`config.mk`:
```
export PLATFORM = sky130hd
export DESIGN_NAME = utf8_stream_validator
export DESIGN_NICKNAME = d
export VERILOG_FILES = /design/src/rtl/core/utf8v_pkg.sv /design/src/rtl/core/utf8v_decode.sv /design/src/rtl/core/utf8_stream_validator.sv
export SDC_FILE = /design/constraint.sdc
export NUM_CORES = 1
export LEC_CHECK = 0
export ABC_AREA = 1
export ABC_CLOCK_PERIOD_IN_PS = 6400
export BUFFER_PORTS_ARGS = -buffer_cell sky130_fd_sc_hd__buf_2
export CORE_MARGIN = 10
export CORE_UTILIZATION = 52
export CTS_BUF_LIST = sky130_fd_sc_hd__clkbuf_2 sky130_fd_sc_hd__clkbuf_4 sky130_fd_sc_hd__clkbuf_8
export DETAILED_ROUTE_END_ITERATION = 10
export PLACE_DENSITY = 0.7
export SLEW_MARGIN = 40
export SYNTH_ARGS = -nofsm -noshare
export SYNTH_HDL_FRONTEND = slang
export SYNTH_SLANG_ARGS = --single-unit
export TNS_END_PERCENT = 100
```
`constraint.sdc`:
```
create_clock -name clk -period 6.4 [get_ports clk]
set_input_delay 0.64 -clock clk [delete_from_list [all_inputs] [get_ports clk]]
set_output_delay 0.64 -clock clk [all_outputs]
set_load 0.05 [all_outputs]
```
`src/rtl/core/utf8v_pkg.sv`:
```
package utf8v_pkg;

    // Default width of the position, line and column counters
    localparam int COUNT_WIDTH_DEF = 32;

    // Width of an assembled code point
    localparam int CP_WIDTH = 21;

    // Lead byte and continuation byte patterns
    localparam logic [7:0] ASCII_LIMIT   = 8'h80;
    localparam logic [7:0] LINE_FEED     = 8'h0A;
    localparam logic [7:0] LEAD2_MASK    = 8'hE0;
    localparam logic [7:0] LEAD2_CODE    = 8'hC0;
    localparam logic [7:0] LEAD3_MASK    = 8'hF0;
    localparam logic [7:0] LEAD3_CODE    = 8'hE0;
    localparam logic [7:0] LEAD4_MASK    = 8'hF8;
    localparam logic [7:0] LEAD4_CODE    = 8'hF0;
    localparam logic [7:0] CONT_MASK     = 8'hC0;
    localparam logic [7:0] CONT_CODE     = 8'h80;

    // Code point limits
    localparam logic [CP_WIDTH-1:0] SURR_LOW  = 21'h00D800;
    localparam logic [CP_WIDTH-1:0] SURR_HIGH = 21'h00DFFF;
    localparam logic [CP_WIDTH-1:0] CP_MAX    = 21'h10FFFF;

    // Smallest code point allowed for a sequence with 0..3 continuation bytes
    localparam logic [CP_WIDTH-1:0] MIN_CP [4] = '{
        21'h000000, 21'h000080, 21'h000800, 21'h010000
    };

    // One input request
    typedef struct packed {
        logic [7:0] data_byte;
        logic       last_byte;
    } in_item_t;

    // One result request
    typedef struct packed {
        logic        valid_res;
        logic [31:0] error_offset;
        logic [31:0] error_line;
        logic [31:0] error_column;
    } out_item_t;

    // Byte decoder verdict for the sequence tracker
    typedef struct packed {
        logic                start_seq;
        logic                newline;
        logic                err_at_pos;
        logic                err_at_seq;
        logic [1:0]          bytes_left;
        logic [1:0]          seq_length;
        logic [CP_WIDTH-1:0] code_point;
    } step_t;

endpackage

```
`src/rtl/core/utf8v_decode.sv`:
```
module utf8v_decode (
    input  logic [7:0]                    data_byte,
    input  logic [1:0]                    bytes_left,
    input  logic [1:0]                    seq_length,
    input  logic [utf8v_pkg::CP_WIDTH-1:0] code_point,
    output utf8v_pkg::step_t              step
);

    logic [utf8v_pkg::CP_WIDTH-1:0] cp_shift;
    logic [1:0]                     left_dec;

    // Shift in the six payload bits of a continuation byte
    assign cp_shift = {code_point[utf8v_pkg::CP_WIDTH-7:0], data_byte[5:0]};
    assign left_dec = bytes_left - 2'd1;

    always_comb
    begin
        step            = '0;
        step.bytes_left = bytes_left;
        step.seq_length = seq_length;
        step.code_point = code_point;

        if (bytes_left == 2'd0)
        begin
            if (data_byte < utf8v_pkg::ASCII_LIMIT)
            begin
                // Plain ASCII: only track line breaks
                step.newline = (data_byte == utf8v_pkg::LINE_FEED);
            end
            else
            begin
                // Classify the lead byte and open a sequence
                step.start_seq = 1'b1;
                if ((data_byte & utf8v_pkg::LEAD2_MASK) == utf8v_pkg::LEAD2_CODE)
                begin
                    step.seq_length = 2'd1;
                    step.code_point = utf8v_pkg::CP_WIDTH'(data_byte[4:0]);
                end
                else if ((data_byte & utf8v_pkg::LEAD3_MASK) == utf8v_pkg::LEAD3_CODE)
                begin
                    step.seq_length = 2'd2;
                    step.code_point = utf8v_pkg::CP_WIDTH'(data_byte[3:0]);
                end
                else if ((data_byte & utf8v_pkg::LEAD4_MASK) == utf8v_pkg::LEAD4_CODE)
                begin
                    step.seq_length = 2'd3;
                    step.code_point = utf8v_pkg::CP_WIDTH'(data_byte[2:0]);
                end
                else
                begin
                    step.seq_length = 2'd0;
                    step.err_at_pos = 1'b1;
                end
                step.bytes_left = step.seq_length;
            end
        end
        else if ((data_byte & utf8v_pkg::CONT_MASK) != utf8v_pkg::CONT_CODE)
        begin
            // Missing continuation byte: drop the sequence
            step.bytes_left = 2'd0;
            step.err_at_seq = 1'b1;
        end
        else
        begin
            // Advance the sequence; check the finished code point
            step.code_point = cp_shift;
            step.bytes_left = left_dec;
            if (left_dec == 2'd0)
            begin
                step.err_at_seq = (cp_shift < utf8v_pkg::MIN_CP[seq_length])
                               || ((cp_shift >= utf8v_pkg::SURR_LOW)
                                   && (cp_shift <= utf8v_pkg::SURR_HIGH))
                               || (cp_shift > utf8v_pkg::CP_MAX);
            end
        end
    end

endmodule

```
`src/rtl/core/utf8_stream_validator.sv`:
```
// An accepted last byte passes the input register, then its result is loaded into the result register.
// Throughput: one byte per cycle, except while a last byte waits on an unread result;
// the sequence and counter state is updated by a single registered pass per byte.
// A last byte waits in the input register only while a previous result is unread.
// Reset (rst_n low, asynchronous) clears all stream state; the block also
// returns to that state after each last byte.
module utf8_stream_validator #(
    parameter int COUNT_WIDTH = utf8v_pkg::COUNT_WIDTH_DEF
) (
    input  logic                 clk,
    input  logic                 rst_n,
    input  logic                 in_valid,
    output logic                 in_ready,
    input  utf8v_pkg::in_item_t  in_data,
    output logic                 out_valid,
    input  logic                 out_ready,
    output utf8v_pkg::out_item_t out_data
);

    localparam logic [COUNT_WIDTH-1:0] CNT_MAX  = {COUNT_WIDTH{1'b1}};
    localparam logic [COUNT_WIDTH-1:0] CNT_ZERO = '0;
    localparam logic [COUNT_WIDTH-1:0] CNT_ONE  = COUNT_WIDTH'(1);

    function automatic logic [COUNT_WIDTH-1:0] sat_inc(input logic [COUNT_WIDTH-1:0] x);
        return (x == CNT_MAX) ? x : x + CNT_ONE;
    endfunction

    // Input register
    logic                in_valid_reg;
    utf8v_pkg::in_item_t in_data_reg;

    // Stream state
    logic [1:0]                     bytes_left_reg,  bytes_left_next;
    logic [1:0]                     seq_length_reg,  seq_length_next;
    logic [utf8v_pkg::CP_WIDTH-1:0] code_point_reg,  code_point_next;
    logic [COUNT_WIDTH-1:0]         byte_index_reg,  byte_index_next;
    logic [COUNT_WIDTH-1:0]         seq_start_reg,   seq_start_next;
    logic [COUNT_WIDTH-1:0]         line_number_reg, line_number_next;
    logic [COUNT_WIDTH-1:0]         line_begin_reg,  line_begin_next;
    logic                           error_seen_reg,  error_seen_next;
    logic [COUNT_WIDTH-1:0]         bad_offset_reg,  bad_offset_next;
    logic [COUNT_WIDTH-1:0]         bad_line_reg,    bad_line_next;
    logic [COUNT_WIDTH-1:0]         bad_column_reg,  bad_column_next;

    // Result register
    logic                 out_valid_reg;
    utf8v_pkg::out_item_t out_data_reg, out_data_next;

    utf8v_pkg::step_t       step;
    logic                   fire;
    logic                   latch;
    logic [COUNT_WIDTH-1:0] col_diff;

    // Byte decoder
    utf8v_decode u_decode (
        .data_byte  (in_data_reg.data_byte),
        .bytes_left (bytes_left_reg),
        .seq_length (seq_length_reg),
        .code_point (code_point_reg),
        .step       (step)
    );

    // Process the held byte unless it is a last byte facing a full result slot
    assign fire     = in_valid_reg
                   && (!in_data_reg.last_byte || !out_valid_reg || out_ready);
    assign in_ready = !in_valid_reg || fire;

    // Next stream state for the held byte
    always_comb
    begin
        bytes_left_next  = bytes_left_reg;
        seq_length_next  = seq_length_reg;
        code_point_next  = code_point_reg;
        byte_index_next  = byte_index_reg;
        seq_start_next   = seq_start_reg;
        line_number_next = line_number_reg;
        line_begin_next  = line_begin_reg;
        latch            = 1'b0;

        if (!error_seen_reg)
        begin
            bytes_left_next = step.bytes_left;
            seq_length_next = step.seq_length;
            code_point_next = step.code_point;
            byte_index_next = sat_inc(byte_index_reg);
            if (step.start_seq)
            begin
                seq_start_next = byte_index_reg;
            end
            if (step.newline)
            begin
                line_number_next = sat_inc(line_number_reg);
                line_begin_next  = sat_inc(byte_index_reg);
            end
            // Bad byte, or stream cut off inside a sequence
            latch = step.err_at_pos || step.err_at_seq
                 || (in_data_reg.last_byte && (step.bytes_left != 2'd0));
        end

        // Record the first bad sequence start
        col_diff        = (seq_start_next >= line_begin_reg)
                        ? seq_start_next - line_begin_reg : CNT_ZERO;
        error_seen_next = error_seen_reg || latch;
        bad_offset_next = latch ? seq_start_next    : bad_offset_reg;
        bad_line_next   = latch ? line_number_reg   : bad_line_reg;
        bad_column_next = latch ? sat_inc(col_diff) : bad_column_reg;
    end

    // Result of a last byte
    always_comb
    begin
        out_data_next.valid_res    = !error_seen_next;
        out_data_next.error_offset = error_seen_next ? 32'(bad_offset_next)
                                                     : 32'(byte_index_next);
        out_data_next.error_line   = 32'(bad_line_next);
        out_data_next.error_column = 32'(bad_column_next);
    end

    // Hold one byte between the input channel and the state update
    always_ff @(posedge clk or negedge rst_n)
    begin
        if (!rst_n)
        begin
            in_valid_reg <= 1'b0;
        end
        else if (in_ready)
        begin
            in_valid_reg <= in_valid;
        end
    end

    always_ff @(posedge clk)
    begin
        if (in_valid && in_ready)
        begin
            in_data_reg <= in_data;
        end
    end

    // Advance the stream state; restart after a last byte
    always_ff @(posedge clk or negedge rst_n)
    begin
        if (!rst_n)
        begin
            bytes_left_reg  <= 2'd0;
            seq_length_reg  <= 2'd0;
            code_point_reg  <= '0;
            byte_index_reg  <= CNT_ZERO;
            seq_start_reg   <= CNT_ZERO;
            line_number_reg <= CNT_ONE;
            line_begin_reg  <= CNT_ZERO;
            error_seen_reg  <= 1'b0;
            bad_offset_reg  <= CNT_ZERO;
            bad_line_reg    <= CNT_ONE;
            bad_column_reg  <= CNT_ONE;
        end
        else if (fire)
        begin
            if (in_data_reg.last_byte)
            begin
                bytes_left_reg  <= 2'd0;
                seq_length_reg  <= 2'd0;
                code_point_reg  <= '0;
                byte_index_reg  <= CNT_ZERO;
                seq_start_reg   <= CNT_ZERO;
                line_number_reg <= CNT_ONE;
                line_begin_reg  <= CNT_ZERO;
                error_seen_reg  <= 1'b0;
                bad_offset_reg  <= CNT_ZERO;
                bad_line_reg    <= CNT_ONE;
                bad_column_reg  <= CNT_ONE;
            end
            else
            begin
                bytes_left_reg  <= bytes_left_next;
                seq_length_reg  <= seq_length_next;
                code_point_reg  <= code_point_next;
                byte_index_reg  <= byte_index_next;
                seq_start_reg   <= seq_start_next;
                line_number_reg <= line_number_next;
                line_begin_reg  <= line_begin_next;
                error_seen_reg  <= error_seen_next;
                bad_offset_reg  <= bad_offset_next;
                bad_line_reg    <= bad_line_next;
                bad_column_reg  <= bad_column_next;
            end
        end
    end

    // Result register: load on a last byte, drop when taken
    always_ff @(posedge clk or negedge rst_n)
    begin
        if (!rst_n)
        begin
            out_valid_reg <= 1'b0;
        end
        else if (fire && in_data_reg.last_byte)
        begin
            out_valid_reg <= 1'b1;
        end
        else if (out_ready)
        begin
            out_valid_reg <= 1'b0;
        end
    end

    always_ff @(posedge clk)
    begin
        if (fire && in_data_reg.last_byte)
        begin
            out_data_reg <= out_data_next;
        end
    end

    assign out_valid = out_valid_reg;
    assign out_data  = out_data_reg;

endmodule

```
# After elaboration in Yosys (flattened, before gate mapping)
# Index checks and enable logic that the tools add are counted.
# totals
output_inout_bits,99
inputBits,13
register_bits,352
# op_classes
n_lt_le_gt_ge,7
n_addsub,5
bitwise_logic,1
eq_ne,14
n_reduce_logical,28
muxes,54
# ops
op,n
32-bit 2-to-1 mux,22
32-bit by 1-bit adder with 32-bit output (second input constant),3
32-bit equality test (second input constant),3
21-bit 2-to-1 mux,3
15-bit 2-to-1 mux,4
23-bit 2-to-1 mux,2
21-bit binary-select mux with 2-bit select,1
32-bit >= comparator,1
32-bit subtractor,1
25-bit 2-to-1 mux,1
21-bit by 16-bit >= comparator with 1-bit output (second input constant),1
21-bit > comparator (second input constant),1
21-bit by 16-bit <= comparator with 1-bit output (second input constant),1
21-bit < comparator,1
2-bit 2-to-1 mux,7
1-bit 2-to-1 mux,12
8-bit by 4-bit equality test with 1-bit output (second input constant),1
1-bit logical OR,8
8-bit < comparator (second input constant),1
2-bit != test (second input constant),4
4-bit AND reduction,2
2-bit nonzero test,4
3-bit 2-to-1 mux,2
5-bit equality test (second input constant),1
14 further kinds,22

# Depth between registers and ports, before layout
# Gate-level depths: netlist (run 1).
# depth
word_depth,16
mapped_depth,35
ltp_nobuf,31

# Modules after synthesis
# A second synthesis (run 1) with hierarchy kept.
# unflattened
hier_cells,2860
hier_area_um2,21257.9
# modules_own_cells
mod,seq_area_each_um2,instances,cells_per_inst,area_per_inst_um2
utf8_stream_validator,9492.9,1,2709,20487.1
utf8v_decode,0.0,1,151,770.7

# Worst setup path before layout (run 1)
# Ideal clock, no wire load.
# synth_path
kind,register to register
startpoint,register bytes_left_reg[0]
endpoint,"register out_data_reg (netlist bit out_data[26]), data pin"
arrival_ns,4.374
path_stages_with_launch,32
synth_period_minus_slack_ns,4.629
setup_ns,0.255
setup_slack_ns,1.771
n_path_buf,4
path_cell_list,dfrtp_1 -> inv_1 -> ha_1 -> nand2_1 -> nor2_1 -> clkbuf_1 -> buf_1 -> nand2_1 -> o21ai_0 -> inv_1 -> ha_1 -> nand2_2 -> nor2_4 -> nand3_1 -> nand2_2 -> nand2_1 -> nand3_1 -> nand2_1 -> nand2_1 -> buf_6 -> buf_4 -> inv_2 -> nor2_1 -> ha_1 -> nand2_1 -> nor2_2 -> nand2_1 -> nor2_1 -> nand4_1 -> nand2_1 -> nand3_1 -> and2_1
# synth_via
elab_chain_cells,9
# synth_lines
item,line,text
"start, declared",utf8_stream_validator.sv:33,"logic [1:0] bytes_left_reg, bytes_left_next;"
"start signal, assigned",utf8_stream_validator.sv:175,bytes_left_reg <= bytes_left_next;
2-bit logical NOT / 2-bit by 1-bit subtractor with 2-bit output (equally long branches),"utf8v_decode.sv:23, utf8v_decode.sv:14",
3-bit 2-to-1 mux / 2-bit logical NOT (equally long branches),"utf8v_decode.sv:23, utf8v_decode.sv:68",
32-bit 2-to-1 mux / 1-bit 2-to-1 mux (equally long branches),"utf8_stream_validator.sv:86, utf8v_decode.sv:68",
32-bit 2-to-1 mux / 3-bit 2-to-1 mux (equally long branches),"utf8_stream_validator.sv:80, utf8v_decode.sv:57",
32-bit subtractor (tied with other cells),utf8_stream_validator.sv:102,? seq_start_next - line_begin_reg : CNT_ZERO;
32-bit 2-to-1 mux / 1-bit logical OR (equally long branches),"utf8_stream_validator.sv:102, utf8_stream_validator.sv:96",
32-bit by 1-bit adder with 32-bit output (tied with other cells),utf8_stream_validator.sv:25,return (x == CNT_MAX) ? x : x + CNT_ONE;
32-bit 2-to-1 mux / 1-bit 2-to-1 mux (equally long branches),"utf8_stream_validator.sv:25, utf8_stream_validator.sv:80",
32-bit 2-to-1 mux *,utf8_stream_validator.sv:106,bad_column_next = latch ? sat_inc(col_diff) : bad_column_reg;
net bad_column_next[26],utf8_stream_validator.sv:43,"logic [COUNT_WIDTH-1:0] bad_column_reg, bad_column_next;"
"end signal, assigned",utf8_stream_validator.sv:211,out_data_reg <= out_data_next;
"end, declared",utf8_stream_validator.sv:47,"utf8v_pkg::out_item_t out_data_reg, out_data_next;"
# The timed path passes the listed nets; every way through them passes the cells marked *. The select of a mux whose other input is x is not followed.
# A chain may end at the register's enable or synchronous reset.

# Worst setup path after layout (run 1)
# layout_path
startpoint,register bytes_left_reg[0]
endpoint,"register out_data_reg (netlist bit out_data[1]), data pin"
# Same word-level chain as after synthesis.

==> impl_results.md, run 1 <==
- Status: completed
- DIE HEIGHT: 218 µm
- PD cells: 464 nW/µm²
- Iter 0 DRT Violations: 1,742
- Clock latency on the worst-skew pair: 0.68 ns
- GRT overflow: 0
- Pin count of the biggest net entering global routing: 148
- Initial antenna violation count: 1
- Routed Antenna Nets: 0
- Netlist cell types: 48
- Most frequent cells in the layout: 701 x nand2_1, 458 x inv_1, 271 x o21ai_0
- Max FFs per register: 97
- Die area: 47,700 µm²
- Die Width: 218 µm
- Sequential share of power: 29.1%
- Post-Syn Nets: 2,780
- H-tree depth: 2
- Final hold violation count: 0
- Tmin final: 5.67 ns
- Combinational power share: 50.1%
- Max Freq: 176 MHz
- Commonest non-fill, non-tap cell in the layout: nand2_1
- Cell Count, Final, Fillers Out: 3,397
- Net Sw Power: 4970 µW
- Placed cells: 3,281
- Setup TNS: 0 ns
- Number of buffers inserted by port buffering: 111
- Number of flops mapped to enable cells by yosys: 106
- Crit path max fanout: 45
- Final GP Congestion: 0.969
- Worst endpoint data arrival time: 6.06 ns
- Top FF cell, synth: dfrtp_1
- Final Util: 59.1%
- Syn_area_per_cell: 7.51 µm²
- Clk slew on worst S/H paths: 0.06 ns
- Slew Viols, Final: 0
- Row count: 72
- Hpwl dp: 44,400 µm
- R2r setup slk: 0.73 ns
- Vias in the first global route: 18,400
- Post-Synthesis Cells: 2,727
- Max VDD drop: 0.238 mV
- Core footprint: 38,800 µm²
- RSZ-0062 raised after global routing: false
- Clock buffer depth: 3
- Netlist Area Pre-Place: 20,500 µm²
- Internal power: 5680 µW
- Area grow syn2layout: 12.1%
- First-pass GRT wire length: 98,800 µm
- Worst Skew: 0.0532 ns
- Crit. End Element: register
- DRT Pass-1 Iters: 6
- Data required, critical path: 6.79 ns
- Rel. slew slack: 41.2%
- Power share of the clock group: 20.8%
- Routed Wire Length: 61,600 µm
- Via count: 18,800
- Layout cells sized above 1: 11.3%
- Net Sw Frac: 46.7%
- DR vias/cell: 5.53
- Leak Pwr: 0.0112 µW
- Critical Path Start Type: register
- FFs w/ async S/R, synth: 69.9%
- Clock root cell: clkbuf_8
- Cts bufs inserted: 60
- TritonCTS clock tree: yes
- Gr usage total: 25.7%
- Clk sinks: 352
- Max-Cap Viols: 0
- Worst-margin pin slew: 0.874 ns
- Drt wl/cell: 18.1 µm
- Remaining DRCs: 0
- Initial Util: 52.7%
- Final setup fails: 0
- Post-CTS setup buffer count: 0
- Worst setup path category: register to register
- #FFs+latches synth: 352
- Fin crit share: 88.7%
- Post-synthesis sequential area ratio: 45.6%
- Final #Nets: 2,881
- Synth Warn #: 0
- IO Count: 112
- Hold Path Class: input port to register
-- per-layer routing --
layer	share of wire, %	vias to the layer above	track usage (%)
met1	44	8992	34.9
met3	6.7	97	3.92
met4	2.3	2	7.94
li1	-	9055	-
met5	0.015	-	0
met2	47	640	41.7
-- synth_stat cells, drive strengths merged (6+ instances only) --
master | n | area (µm²)
a31oi | 10 | 100
clkbuf | 77 | 289
nor2 | 199 | 795
or2 | 30 | 188
xnor2 | 8 | 70.1
edfxtp | 106 | 3180
inv | 465 | 1750
o31ai | 10 | 75.1
nand2 | 708 | 2670
and2 | 29 | 183
o22ai | 98 | 613
ha | 39 | 488
o21ai | 271 | 1360
nand3 | 171 | 911
nor3 | 46 | 230
nor3b | 6 | 45.0
nor4 | 13 | 81.3
buf | 22 | 126
dfrtp | 243 | 6080
a21oi | 47 | 235
nand3b | 11 | 82.6
nand4 | 60 | 375
xor2 | 36 | 315
-- through the flow --
step	power, µW	setup WS (ns)	hold WS (ns)	instance area (µm²)
3_5_place_dp	8390	0.672	0.458	21500
6_report	10700	0.725	0.132	23000
2_1_floorplan	6980	1.77	0.344	20500
5_1_grt	11500	0.224	0.0992	22900
3_3_place_gp	8360	0.892	0.454	21500
4_1_cts	10700	0.616	0.0176	22900
-- area by class of cell --
type | instances | area (µm²)
Tap cell | 518 | 648
Clock buffer | 99 | 1210
Timing Repair Buffer | 138 | 852
Inverter | 466 | 1760
Antenna cell | 1 | 2.50
Sequential cell | 352 | 9340
Clock inverter | 13 | 123
Fill cell | 3633 | 15900
Multi-Input combinational cell | 1810 | 9020
-- worst max-delay path, cell delays in order, from the launching register on --
cell     delay, ns
dfrtp_1       0.42
inv_1         0.10
ha_1          0.27
nand2_1       0.15
nor2_4        0.40
buf_12        0.27
nand2_1       0.09
o21ai_0       0.12
inv_1         0.12
ha_1          0.39
nand2_1       0.11
nor2_2        0.15
and2_2        0.19
nand3_1       0.07
nand3_1       0.11
nand2_1       0.05
nand2_1       0.29
inv_2         0.11
nor2_1        0.21
ha_1          0.29
nand4_1       0.14
nor2_2        0.24
nand2_1       0.17
nor2_2        0.20
nand3_4       0.29
nand2_1       0.14
nand3_1       0.11
and2_1        0.17
-- cells by family after synthesis --
family | count (synthesis) | synth area share (%)
AO/OA/AOI/OAI | 451 | 12.2
AND/OR/NAND/NOR | 1274 | 27.2
XOR/XNOR | 44 | 1.88
buffers and inverters | 565 | 10.6
multiplexers | 1 | 0.0489
flip-flops | 352 | 45.6
adder cells (fa/ha/maj) | 40 | 2.48
-- path summary, 6_finish.rpt --
| check | cells past startpoint | endpoint | start |
|---|---|---|---|
| max | 27 | out_data[1] | bytes_left_reg[0] |
| min | 1 | in_data_reg[4] | in_data[4] |
| max reg2reg | 27 | out_data[1] | bytes_left_reg[0] |
| min reg2reg | 2 | bad_column_reg[30] | bad_column_reg[30] |
| max in group asynchronous | 4 | bad_column_reg[1] | rst_n |
| min in group asynchronous | 2 | code_point_reg[8] | rst_n |
-- power groups by stage --
| stage | registers, µW | clock network, µW | logic [µW] |
|---|---|---|---|
| after floorplan | 3510 | 0 | 3460 |
| after global placement | 3120 | 0 | 5240 |
| after detailed placement | 3130 | 0 | 5260 |
| after CTS | 3100 | 2270 | 5290 |
| after global routing | 3150 | 2360 | 5950 |
| final | 3100 | 2220 | 5340 |
-- what timing repair did --
action | in CTS | in global routing
hold endpoints to repair | 0 | 32
gates resized for setup | 0 | 1
hold buffers | 0 | 1
setup endpoints to repair | 0 | 4
No activity file was read; power rests on OpenSTA's default activity.
==> run 2, diff against run 1 <==
Settings changed: CORE_UTILIZATION 52 to 60, PLACE_DENSITY 0.7 to 0.79.
==> run 2 against run 1 <==
Compared with the run above: cell count down 2.4%; combinational power about the same; utilization up 8.2 points; global-route usage up 3.4 points; largest cell class unchanged; highest routed layer is now met4; non-clock buffer count down 7.
==> impl_results.md, run 2 (synthesized netlist as in run 1, its figures left out) <==
- Hpwl dp: 44,100 µm
- Worst-margin pin slew: 0.862 ns
- TritonCTS clock tree: yes
- DIE HEIGHT: 205 µm
- Hold Path Class: input port to register
- RSZ-0062 raised after global routing: false
- Routed Antenna Nets: 0
- Worst endpoint data arrival time: 5.94 ns
- Max-Cap Viols: 0
- Via count: 19,100
- Worst Skew: 0.0206 ns
- Most frequent cells in the layout: 701 x nand2_1, 458 x inv_1, 271 x o21ai_0
- DR vias/cell: 5.75
- Die area: 41,900 µm²
- # resized after CTS: 0
- IO Count: 112
- Final hold violation count: 0
- Buf/Inv on CP: 5
- Final setup fails: 0
- First-pass GRT wire length: 98,100 µm
- CP max-delay cell: dfrtp_1
- Number of buffers inserted by port buffering: 111
- Status: completed
- Iter 0 DRT Violations: 1,931
- H-tree depth: 2
- Routed Wire Length: 61,000 µm
- Cts bufs inserted: 57
- Layout cells sized above 1: 10.8%
- Data required, critical path: 6.94 ns
- Crit. End Element: register
- Cell mode on critical path: nand2_1
- Leak Pwr: 0.0111 µW
- DRT Pass-1 Iters: 7
- R2r setup slk: 1.0 ns
- Max VDD drop: 0.305 mV
- GRT overflow: 0
- Initial antenna violation count: 0
- Crit-path leading delay family: simple AND/OR/NAND/NOR gates
- Vias in the first global route: 18,900
- Worst reg2reg path depth: 26
- Slew Viols, Final: 0
- Clock buffer depth: 3
- Clk sinks: 352
- Final #Nets: 2,871
- Tmin final: 5.40 ns
- Critical Path Start Type: register
- Reg-to-Reg End: out_data[28]
- Post-CTS setup buffer count: 0
- Rel. slew slack: 42.4%
- Gr usage total: 29.1%
- Number of antenna diodes: 0
- Pin count of the biggest net entering global routing: 105
- Crit path max fanout: 66
- Clk slew on worst S/H paths: 0.07 ns
- Max Freq: 185 MHz
- Worst-case hold path end point: in_data_reg[5]
- Fin Hold WS: 0.140 ns
- Row count: 67
- Drt wl/cell: 18.4 µm
- Final GP Congestion: 0.954
- Initial Util: 60.9%
- Remaining DRCs: 0
- PD cells: 462 nW/µm²
- Fin crit share: 84.4%
- Max FFs per register: 97
- Hold Startpoint: in_data[5]
- Area grow syn2layout: 10.5%
- Commonest non-fill, non-tap cell in the layout: nand2_1
- Hold Path Stages: 1
- Final Util: 67.3%
- Core footprint: 33,600 µm²
- Worst setup path category: register to register
- Largest stage delay on the critical path: 0.41 ns
- Die Width: 205 µm
- Clock latency on the worst-skew pair: 0.68 ns
- Clock root cell: clkbuf_8
- Worst reg2reg path startpoint: bytes_left_reg[0]
- Setup TNS: 0 ns
[run 2: cell types whose count changed in the layout (fill, tap and decap cells not counted), moves of 2 or more]
cell | before | now
clkbuf_8 | 74 | 61
clkinv_1 | 6 | 13
buf_4 | 20 | 14
nor4_2 | 0 | 2
nor4_1 | 13 | 11
clkbuf_4 | 25 | 18
clkinv_2 | 5 | 11
[run 2: cell type report]
| cell class | instances | area (µm²) |
|---|---|---|
| tap | 448 | 561 |
| sequential | 352 | 9340 |
| clock buffer | 79 | 975 |
| timing repair buffer | 131 | 771 |
| fill | 2831 | 11000 |
| multi-input combinational | 1810 | 9030 |
| clock inverter | 29 | 208 |
| inverter | 466 | 1750 |
[run 2: layer usage]
layer | track usage [%] | up-vias | part of all wire, %
met2 | 46.5 | 837 | 46
met5 | 0 | - | 0
met3 | 5.04 | 161 | 7.8
met1 | 38.2 | 9025 | 42
li1 | - | 9038 | -
met4 | 13.1 | 0 | 3.9
[run 2: worst max-delay path by stage]
stage | to | start | depth (start not counted)
6_report | out_data[28] | bytes_left_reg[0] | 26
5_1_grt | out_data[22] | bytes_left_reg[0] | 24
4_1_cts | out_data[28] | bytes_left_reg[0] | 28
3_5_place_dp | out_data[28] | bytes_left_reg[0] | 28
3_3_place_gp | out_data[26] | bytes_left_reg[0] | 28
2_1_floorplan | out_data[26] | bytes_left_reg[0] | 31
[run 2: metrics by stage]
step                      setup WS [ns]  area (µm²)  cells  total power (µW)
final                             0.996       22600   3315             10500
after CTS                          1.07       22600   3315             10400
after global routing              0.479       22600   3315             11200
after global placement             1.26       21400   3205              8260
after detailed placement           1.08       21400   3206              8360
after floorplan                    1.77       20500   2727              6980
[run 2: repair_timing]
| action | CTS | global route |
|---|---|---|
| hold endpoints to repair | 56 | 0 |
| hold buffers | 1 | 0 |
| endpoints found under the setup margin | 0 | 0 |
[run 2: power by group]
part | total [µW] | switching, µW | internal (µW)
registers | 3100 | 210 | 2890
clock network | 2040 | 959 | 1080
logic | 5320 | 3810 | 1510
total | 10500 | 4980 | 5490
[run 2: worst register-to-register path: stages (launching register included)]
cell and delay [ns]:
dfrtp_1 0.41, inv_1 0.09, ha_1 0.26, nand2_1 0.14, nor2_4 0.12, buf_12 0.26
nand2_1 0.09, o21ai_0 0.15, inv_1 0.12, ha_1 0.39, nand2_1 0.12, nor3_1 0.31
nand3_1 0.13, nand3_1 0.12, nand2_1 0.06, nand2_1 0.25, inv_2 0.11, nor2_1 0.19
ha_1 0.30, nand4_1 0.14, nor2_2 0.22, nand2_1 0.16, nor2_2 0.14, nand3_2 0.35
buf_4 0.35, nand4_1 0.12, and2_1 0.16
==> run 3, diff against run 2 <==
Settings changed: ABC_AREA 1 to 0, ABC_CLOCK_PERIOD_IN_PS 6400 to 5300.
Clock period 6.4 ns to 5.3 ns, I/O delays scaled along.
==> run 3 against run 2 <==
Compared with the run above: worst setup slack got worse by 0.91 ns; clock-buffer cell count grew 10; largest power group is now registers; largest cell class unchanged; cell count fell by 22%; synthesized area shrank 9.4%; via count is 18% lower; critical path depth fell by 6; wire length decreased by 17%; critical path type unchanged.
==> impl_results.md, run 3 <==
- Status: completed
- Synth Warn #: 0
- Final hold violation count: 0
- Top FF cell, synth: dfrtp_1
- Buf/Inv on CP: 5
- Number of buffers inserted by port buffering: 111
- Routed Antenna Nets: 0
- Die Width: 196 µm
- Drt wl/cell: 19.8 µm
- DIE HEIGHT: 196 µm
- Clk slew on worst S/H paths: 0.06 ns
- CP max-delay cell: or4_4
- Final setup fails: 0
- Worst Skew: 0.0416 ns
- Placed cells: 2,453
- Max FFs per register: 97
- Crit path max fanout: 15
- FFs w/ async S/R, synth: 69.9%
- Synth cell count leaders: 389 x nand2_1, 243 x dfrtp_1, 229 x o21ai_0, 122 x nor2_1, 106 x edfxtp_1
- Cell mode on critical path: buf_4
- Initial antenna violation count: 0
- Worst setup path category: register to register
- Final Power: 8040 µW
- Clk sinks: 352
- DRT Pass-1 Iters: 5
- IO Count: 112
- Layout cells sized above 1: 18.5%
- Clock latency on the worst-skew pair: 0.62 ns
- #FFs+latches synth: 352
- Initial Util: 60.8%
- Post-Syn Nets: 2,027
- Tmin final: 5.21 ns
- Crit-path leading delay family: simple AND/OR/NAND/NOR gates
- DR vias/cell: 6.09
- Fin Hold WS: 0.0775 ns
- Clock root cell: clkbuf_8
- Largest stage delay on the critical path: 0.57 ns
- H-tree depth: 2
- Most frequent cells in the layout: 389 x nand2_1, 242 x dfrtp_1, 225 x o21ai_0
- Crit-path cells: inv_2 > ha_4 > nand3_4 > clkbuf_16 > mux2i_1 > inv_1 > ha_1 > nand2_1 > nor2_1 > nand3_1 > a31o_2 > and2_4 > buf_4 > or4_4 > nor4_4 > buf_4 > nand4b_4 > nor4b_2 > xnor2_1 > mux2_2
- Rel. slew slack: 47.0%
- Synth top area share: 32.8%
- Critical Path Start Type: register
- Row count: 64
- Leak Pwr: 0.00983 µW
- Netlist cell types: 80
- Pin count of the biggest net entering global routing: 120
- Worst endpoint data arrival time: 5.56 ns
- Commonest non-fill, non-tap cell in the layout: nand2_1
- Worst-margin pin slew: 0.782 ns
- Max Freq: 192 MHz
- Iter 0 DRT Violations: 1,288
- Max VDD drop: 0.241 mV
- Core footprint: 30,500 µm²
- Area grow syn2layout: 16.0%
- Data required, critical path: 5.66 ns
- Die area: 38,300 µm²
- PD cells: 374 nW/µm²
- Number of antenna diodes: 0
- Hpwl dp: 34,600 µm
- Fin crit share: 98.3%
- Crit. End Element: register
- Most frequent cell after synthesis: nand2_1
- Slew Viols, Final: 0
- Remaining DRCs: 0
- Gr usage total: 25.6%
- Via count: 15,700
- Cell Count, Final, Fillers Out: 2,576
- Routed Wire Length: 51,000 µm
- Final GP Congestion: 0.951
- GRT overflow: 0
- Max-Cap Viols: 0
- Synth top area cells: dfrtp_1 33%, edfxtp_1 17%, nand2_1 7.9%
- Post-Synthesis Cells: 1,974
- Number of flops mapped to enable cells by yosys: 106
- Hold Path Class: input port to register
- Netlist Area Pre-Place: 18,500 µm²
- Clock buffer depth: 3
- Post-synthesis sequential area ratio: 50.4%
- TritonCTS clock tree: yes
- Final #Nets: 2,186
- First-pass GRT wire length: 81,400 µm
- Yosys top cell by area: dfrtp_1
- Syn_area_per_cell: 9.39 µm²
- Cts bufs inserted: 56
- Vias in the first global route: 15,300
-- run 3: cell count changes after synthesis, moves of 25 or more --
cell / before / now
nand2_1: 702 / 389
nor2_1: 184 / 122
a22o_1: 0 / 72
a21oi_1: 47 / 72
nand4_1: 60 / 31
mux2i_1: 1 / 38
or2_2: 29 / 4
nand3_1: 163 / 34
inv_1: 460 / 78
xnor2_1: 8 / 49
o21ai_0: 271 / 229
o22ai_1: 98 / 6
-- run 3: cells by family after synthesis --
group / Yosys count / synth area share, %
AOI/OAI and AO/OA: 520 / 17.7
xor gates and xnor gates: 106 / 5.01
adders and majority gates: 40 / 2.74
buffers and inverters: 191 / 4.04
DFF: 352 / 50.4
muxes: 48 / 2.66
and+or+nand+nor: 717 / 17.5
-- run 3: layout make-up --
cell class	count	area, µm²
Sequential cell	352	9340
Inverter	79	297
Timing Repair Buffer	212	1410
Multi-Input combinational cell	1432	8740
Clock buffer	89	1110
Fill cell	2334	9000
Tap cell	396	495
Clock inverter	16	116
-- run 3: worst paths after layout --
path                              startpoint  cells past startpoint  slack (ns)                end
hold / removal                    in_data[1]                      1        0.08     in_data_reg[1]
min in group asynchronous              rst_n                      2        0.48    bad_line_reg[9]
max in group asynchronous              rst_n                      3        3.65  bad_column_reg[4]
setup reg to reg           bytes_left_reg[0]                     20        0.09       out_data[30]
hold reg to reg              bad_line_reg[0]                      2        0.47    bad_line_reg[0]
setup / recovery           bytes_left_reg[0]                     20        0.09       out_data[30]
-- run 3: power breakdown --
part / switching, µW / internal (µW)
logic: 1630 / 817
registers: 102 / 3020
clock network: 1090 / 1380
-- run 3: worst reg2reg max path, delay by kind of cell (launching register included) --
kind | cells | cell delay [ns]
compound gates | 1 | 0.26
xor+xnor | 1 | 0.14
fa+ha+maj | 2 | 0.56
buf+inv | 5 | 0.78
flops | 1 | 0.41
mux | 2 | 0.67
simple gates | 9 | 2.12
-- run 3: timing repair --
action                                  4_1_cts  5_1_grt
hold buffers                                  1        0
endpoints found under the setup margin        6       64
buffers inserted                              2       12
resized for setup                             5       48
cloned                                        0        3
pin swaps                                     1        7
endpoints found under the hold margin        69        0
-- run 3: routing by layer --
| metal | part of all wire [%] | vias up | global-route usage (%) |
|---|---|---|---|
| met2 | 46 | 638 | 40.1 |
| met5 | 0 | - | 0 |
| met3 | 7.6 | 115 | 4.79 |
| met4 | 2.7 | 0 | 7.81 |
| li1 | - | 7278 | - |
| met1 | 44 | 7655 | 35.5 |
-- run 3: per-stage QoR --
step / TNS [ns] / setup WS (ns) / area [µm²] / utilization [%]
after floorplan: 0 / 0.0152 / 18600 / -
after global placement: -0.179 / -0.179 / 19900 / 65.1
after detailed placement: -0.138 / -0.138 / 19900 / 65.2
after CTS: 0 / 0.00246 / 21200 / 69.4
after global routing: -0.683 / -0.0781 / 21500 / 70.5
final: 0 / 0.0904 / 21500 / 70.5
